### src/design/assert_macros.svh
// Assertion helpers shared by the RTL files.
`ifndef ASSERT_MACROS_SVH
`define ASSERT_MACROS_SVH

// Check property p on every clock edge outside reset.
`define ASSERT_CHK(label, clk, rstn, p, msg) \
  label: assert property (@(posedge clk) disable iff (!rstn) (p)) else $error(msg);

// Check that a implies b in the same cycle.
`define ASSERT_IMP(label, clk, rstn, a, b, msg) \
  label: assert property (@(posedge clk) disable iff (!rstn) (a) |-> (b)) else $error(msg);

`endif

### src/design/gfra_pkg.sv
`default_nettype none
package gfra_pkg;
  localparam int unsigned PixelsDef = 1048576;
  localparam int unsigned MaxGapDef = 255;
  localparam int unsigned PixW = 20;
  localparam int unsigned RainW = 16;
  localparam int unsigned SumW = 32;
  localparam int unsigned DurW = 8;

  // Classified item handed from the front to the back part.
  typedef struct packed {
    logic [PixW-1:0] pixel;
    logic [14:0]     rval;
    logic            flagged;
    logic            first;
    logic            last;
  } gfra_cmd_t;

  typedef enum logic [2:0] {
    ST_IDLE, ST_READ, ST_BASE, ST_FILL, ST_FINISH, ST_OUT
  } gfra_state_e;

  // Saturating duration add.
  function automatic logic [DurW-1:0] dur_sat(input logic [DurW-1:0] d,
                                              input logic [17:0] inc);
    logic [18:0] t;
    t = {11'd0, d} + {1'b0, inc};
    dur_sat = (t > 19'd255) ? 8'hFF : t[7:0];
  endfunction

  // Saturating sum add.
  function automatic logic [SumW-1:0] sum_sat(input logic [SumW-1:0] s,
                                              input logic [SumW:0] inc);
    logic [SumW+1:0] t;
    t = {2'b0, s} + {1'b0, inc};
    sum_sat = (t[SumW+1:SumW] != 2'b0) ? '1 : t[SumW-1:0];
  endfunction
endpackage
`default_nettype wire

### src/design/gfra_front.sv
`default_nettype none
module gfra_front #(
  parameter int unsigned PIXELS = gfra_pkg::PixelsDef
) (
  input  wire logic              clk_i,
  input  wire logic              rst_ni,
  input  wire logic              s_tvalid_i,
  output logic                   s_tready_o,
  input  wire logic [39:0]       s_tdata_i,
  output logic                   q_valid_o,
  input  wire logic              q_ready_i,
  output gfra_pkg::gfra_cmd_t    q_cmd_o
);
  import gfra_pkg::*;
  `include "assert_macros.svh"

  // Two-entry queue toward the back part.
  gfra_cmd_t  mem_q [2];
  logic       wptr_q, rptr_q;
  logic [1:0] cnt_q;
  logic       in_rng, push, pop;
  gfra_cmd_t  cmd;

  // Classify: drop pixels beyond the store.
  assign in_rng = ({4'd0, s_tdata_i[19:0]} < 24'(PIXELS)) || (PIXELS > 24'hFFFFFF);
  assign cmd.pixel   = s_tdata_i[19:0];
  assign cmd.rval    = s_tdata_i[34:20];
  assign cmd.flagged = s_tdata_i[35];
  assign cmd.first   = s_tdata_i[36];
  assign cmd.last    = s_tdata_i[37];

  assign s_tready_o = (cnt_q != 2'd2);
  assign push = s_tvalid_i && s_tready_o && in_rng;
  assign pop  = q_valid_o && q_ready_i;
  assign q_valid_o = (cnt_q != 2'd0);
  assign q_cmd_o = mem_q[rptr_q];

  always_ff @(posedge clk_i) begin
    if (push) mem_q[wptr_q] <= cmd;
  end

  always_ff @(posedge clk_i or negedge rst_ni) begin
    if (!rst_ni) begin
      wptr_q <= 1'b0;
      rptr_q <= 1'b0;
      cnt_q  <= 2'd0;
    end else begin
      if (push) wptr_q <= ~wptr_q;
      if (pop)  rptr_q <= ~rptr_q;
      cnt_q <= cnt_q + {1'b0, push} - {1'b0, pop};
    end
  end

  `ASSERT_CHK(a_cnt_max, clk_i, rst_ni, cnt_q <= 2'd2, "queue count overflow")
  `ASSERT_IMP(a_ptr_eq, clk_i, rst_ni, cnt_q == 2'd0 || cnt_q == 2'd2, wptr_q == rptr_q,
              "queue pointers inconsistent")
  `ASSERT_IMP(a_no_push_full, clk_i, rst_ni, cnt_q == 2'd2, !push, "push into full queue")
endmodule
`default_nettype wire

### config.mk
export PLATFORM = sky130hd
export DESIGN_NAME = gfra_front
export DESIGN_NICKNAME = d
export VERILOG_FILES = /design/src/design/gfra_pkg.sv /design/src/design/gfra_front.sv
export VERILOG_INCLUDE_DIRS = /design/src /design/src/design
export SDC_FILE = /design/constraint.sdc
export NUM_CORES = 1
export LEC_CHECK = 0
export ABC_AREA = 1
export BUFFER_PORTS_ARGS = -buffer_cell sky130_fd_sc_hd__clkbuf_2
export CAP_MARGIN = 20
export CORE_UTILIZATION = 30
export CTS_CLUSTER_DIAMETER = 200
export DETAILED_ROUTE_END_ITERATION = 6
export GPL_TIMING_DRIVEN = 1
export REMOVE_ABC_BUFFERS = 1
export SLEW_MARGIN = 25
export SYNTH_ARGS = -nofsm -noshare
export SYNTH_HDL_FRONTEND = slang
export SYNTH_SLANG_ARGS = --single-unit
### constraint.sdc
create_clock -name clk_i -period 2.61 [get_ports clk_i]
set_clock_uncertainty 0.05 [all_clocks]
set_input_delay 0.261 -clock clk_i [delete_from_list [all_inputs] [get_ports clk_i]]
set_output_delay 0.261 -clock clk_i [all_outputs]
set_load 0.005 [all_outputs]
==> reports/metrics.cfg, run 1 <==
[hold_path]
hold_path_class = in2reg
holdPathStages = 1

[placed_design]
dp_hpwl_mm = 3.336
pre_cts_ws_ns = 0.8898
place.port_buffers = 81
place_congestion = 0.6245

[cells_and_area]
filler_cell_count = 955
area_delta_synth_final_pct = 24.34
fin_nets = 364
drive_gt1_share_pct = 31.37
regArea_mm2 = 0.002382
multiInputGateArea_um2 = 528.0
diodes = 0

[critical_path]
path_max_fanout = 39
reg2reg_to = mem_q[1][31]
startpoint = rptr_q
worstPathRequired_ns = 2.30
worst_ep_arrival_time_ns = 1.61
r2r_cells = 4
worstSetupEndpointType = output port
crit_type = reg2out
endpoint = q_cmd_o[17]
rrSetupSlack_ns = 0.92
regToRegStartpoint = cnt_q[1]
worstSetupStartpointType = flip-flop

[clock_network]
cts_tree = built
cts.sinks = 80
clock_path_buffers = 2
cts_htree_levels = 3
cts_made_buffers = 9
root_buffer = clkbuf_8
cts.clk_slew.worst_paths_ns = 0.08
cts_resized = 0
insertion_delay_ns = 0.35

[global_routing]
grt_start_max_net_pins = 40
grt_use_met2_pct = 18.87
grt_pass1_wl_mm = 8.300
grt_pass1_vias = 1804
grt_overflow = 0
antenna_found_initial = 0
use_met1_pct = 12.15
grt.met3_usage_pct = 4.348
top_usage_layer = met2
track_usage_pct = 11.24

[sta]
hold_viol_final = 0
finalMaxSlewViolations = 0
worst_pin_slew_ns = 0.7038
setup_ws_ns = 0.6926
slew_headroom_pct = 53.01
min_period_ns = 1.917
timing.fmax_mhz = 521.5
rsz0062_at_grt = false
setup_viol = 0
finalCritPeriodShare_pct = 73.46

[die]
rows = 36
die_h_um = 101.8
fp.dieW_um = 101.8
die_area_mm2 = 0.01036
start_util_pct = 30.70
coreArea_mm2 = 0.009729
io_pins = 84

[yosys]
syn_avg_cell_area_um2 = 12.99
synth.yosys.seq_area_share_pct = 79.77
synth.distinct_cells = 10
synthCells = 230
ys_warn_count = 0
synth_area_mm2 = 0.002987
ys_ff_latch = 80

[routing]
via_count = 1840
wl_per_cell_um = 11.98
drtIter0Drc = 30
via_per_inst = 4.044
postRouteAntennaNets = 0
drt-pass1-iter-count = 4
totalWireLength_mm = 5.450
drc = 0

[outcome]
status = complete, no violations

[pwr]
p_leak_nw = 1.640
peakVddDrop_v = 0.0007887
total_power_w = 0.003786
p_per_area_mw_per_mm2 = 1019

[run]
maxCapViolCount = 0

-- per-stage QoR --
| stage | area, um^2 | instances | hold slack [ns] | utilization (%) | setup TNS [ns] |
|---|---|---|---|---|---|
| after floorplan | 2937 | 222 | -0.08459 | - | -2.178 |
| after global placement | 3551 | 439 | 0.02533 | 36.50 | 0 |
| after global routing | 3714 | 455 | 0.02273 | 38.17 | 0 |
| final | 3714 | 455 | 0.05052 | 38.17 | 0 |
| after detailed placement | 3551 | 439 | 0.02616 | 36.50 | 0 |
| after CTS | 3714 | 455 | 0.02018 | 38.17 | 0 |
-- synth_stat cells, drive strengths merged --
library cell / instances / area (um^2)
inv: 9 / 33.78
dfrtp: 4 / 100.1
edfxtp: 76 / 2282
nand3: 3 / 15.01
ha: 2 / 25.02
nand2: 127 / 476.7
nor2: 1 / 3.750
buf: 8 / 50.05
-- flip-flops by register name, summed over array words and instances, names as in the netlist --
register  cells
cnt_q         2
rptr_q        1
wptr_q        1
mem_q        76
-- routing by layer --
metal | wire (um) | part of all wire, % | up-vias
li1 | - | - | 934
met1 | 2291 | 42 | 846
met2 | 2764 | 51 | 50
met3 | 292 | 5.4 | 10
met4 | 102 | 1.9 | 0
met5 | 0 | 0 | -
-- worst min path at each step --
stage,start,to
detailed placement,rst_ni,wptr_q
global route,s_tdata_i[22],mem_q[0][5]
floorplan,rst_ni,cnt_q[0]
global placement,rst_ni,wptr_q
finish,s_tdata_i[19],mem_q[1][37]
CTS,s_tdata_i[22],mem_q[1][5]
-- cell families after synthesis --
| kind of cell | synth area share [%] |
|---|---|
| adder cells (fa/ha/maj) | 0.8377 |
| buffers and inverters | 2.807 |
| flip-flops | 79.77 |
| AND/OR/NAND/NOR | 16.59 |
-- critical path, cell delays in order, from the launching register on --
cell,delay (ns)
dfrtp_1,0.39
inv_2,0.52
nand2_1,0.12
nand2_1,0.10
clkbuf_2,0.11
-- cell type report --
cell class | instances | share of cell area [%]
inverters | 9 | 0.9097
repair buffers | 85 | 12.13
well taps | 133 | 4.481
multi-input cells | 133 | 14.22
flip-flops and latches | 80 | 64.15
clock buffers | 10 | 3.437
clock inverters | 5 | 0.6739
-- cells in the final DEF, fill, tap and decap left out, drive strengths merged --
cell and instances:
dfrtp 4, nand3 3, ha 2, edfxtp 76, dlygate4sd3 1, clkbuf 91
buf 3, inv 9, nor2 1, clkinv 5, nand2 127
-- power by group --
part	total [W]	internal, W	switching [W]	leakage, nW
Combinational	0.00122	0.000440	0.000781	0.800
Clock	0.000744	0.000332	0.000412	0.0854
Sequential	0.00182	0.00175	0.0000686	0.755
Total	0.00379	0.00252	0.00126	1.64
-- timing repair --
action,4_1_cts,5_1_grt
hold buffers,1,0
setup buffers,0,0
hold endpoints to repair,4,0
(Power assumes the default switching activity.)
==> run 2: changes to the inputs <==
Clock period 2.61 ns to 1.59 ns, I/O delays scaled along.
==> reports/metrics.cfg, run 2 (synthesis results as in run 1) <==
[die]
die_area_mm2 = 0.01036
fp.dieW_um = 101.8
coreArea_mm2 = 0.009729
die_h_um = 101.8
io_pins = 84
start_util_pct = 30.70
rows = 36

[placed_design]
placed_area_mm2 = 0.003626
place_congestion = 0.6817
dp_hpwl_mm = 3.516
place.port_buffers = 81

[cells_and_area]
multiInputGateArea_um2 = 533.0
largest-register = mem_q
drive_gt1_share_pct = 30.08
area_delta_synth_final_pct = 43.15
largest_reg_flops = 76
reg_top3 = mem_q: 76 flops, cnt_q: 2 flops
final_common_cell = nand2_1
diodes = 0
stdcell_area_mm2 = 0.004275
filler_cell_count = 919
fin_nets = 411
layout_common_cells = nand2_1 (125), clkbuf_2 (81), edfxtp_1 (76), dlygate4sd3_1 (39), clkbuf_8 (9)
regArea_mm2 = 0.002384

[clock_network]
root_buffer = clkbuf_8
cts_made_buffers = 9
cts_tree = built
cts.clk_slew.worst_paths_ns = 0.07
insertion_delay_ns = 0.33
cts.sinks = 80
cts_htree_levels = 3
clock_path_buffers = 2

[sta]
finalMaxSlewViolations = 0
hold_viol_final = 0
finalCritPeriodShare_pct = 94.44
setup_viol = 0
tns_ns = 0
worst_pin_slew_ns = 0.2168
slew_headroom_pct = 85.55
timing.fmax_mhz = 665.9
min_period_ns = 1.502
rsz0062_at_grt = false

[routing]
postRouteAntennaNets = 0
wl_per_cell_um = 12.46
drt-pass1-iter-count = 4
drc = 0
drtIter0Drc = 65
via_per_inst = 4.060
via_count = 2038
totalWireLength_mm = 6.257

[pwr]
p_leak_nw = 1.878
p_per_area_mw_per_mm2 = 1611
peakVddDrop_v = 0.0008005

[global_routing]
grt_pass1_wl_mm = 9.052
grt_start_max_net_pins = 40
grt_overflow = 0
track_usage_pct = 12.07
grt_pass1_vias = 1987
antenna_found_initial = 0

[critical_path]
worstSetupStartpointType = flip-flop
worstSetupEndpointType = output port
worst_ep_arrival_time_ns = 1.29
crit_type = reg2out
worstPathRequired_ns = 1.38
path_max_fanout = 10
rrSetupSlack_ns = 0.12

[outcome]
status = complete, no violations

[run]
maxCapViolCount = 0

[hold_path]
hold_path_class = in2reg

run 2: final cells by class:
type	count	area share, %
multi-input combinational	133	12.47
tap	133	3.892
inverter	9	0.9072
timing repair buffer	132	22.89
sequential	80	55.75
clock inverter	6	1.200
clock buffer	9	2.897
run 2: repair_timing:
item	4_1_cts	5_1_grt
buffers inserted	0	1
resized for setup	0	6
hold buffers	39	0
setup endpoints to repair	0	34
endpoints found under the hold margin	80	0
run 2: metrics by stage:
stage	total power [W]	setup slack [ns]	std cells	util, %	hold slack (ns)
floorplan	0.004090	-1.077	222	-	-0.1866
detailed placement	0.005285	0.1123	444	37.27	-0.07219
finish	0.006887	0.08837	502	43.94	0.03954
global placement	0.005244	0.1774	444	37.27	-0.07637
global route	0.007429	0.02080	502	43.94	0.05134
CTS	0.006734	0.02152	498	43.08	0.01327
run 2: power breakdown:
group          internal (W)  switching, W
clock network      0.000695      0.000650
logic               0.00109       0.00145
registers           0.00287      0.000126
total               0.00466       0.00223
run 2: final timing paths:
| kind | from | endpoint | depth (start not counted) |
|---|---|---|---|
| max | rptr_q | q_cmd_o[31] | 5 |
| min | q_ready_i | rptr_q | 3 |
| max reg2reg | cnt_q[1] | cnt_q[1] | 10 |
| min reg2reg | wptr_q | wptr_q | 2 |
| max in group asynchronous | rst_ni | rptr_q | 2 |
| min in group asynchronous | rst_ni | wptr_q | 2 |
run 2: worst max-delay path, stage by stage, from the launching register on:
cell and delay (ns):
dfrtp_2 0.45, clkinv_4 0.10, clkbuf_16 0.17, nand2_1 0.05
nand2_1 0.05, clkbuf_2 0.14
run 2: routing by layer:
layer	track usage (%)	vias up	wire, um
met1	13.97	937	2877
met5	0	-	0
met2	20.11	59	3027
met4	5.686	0	67
met3	4.141	5	285
li1	-	1037	-
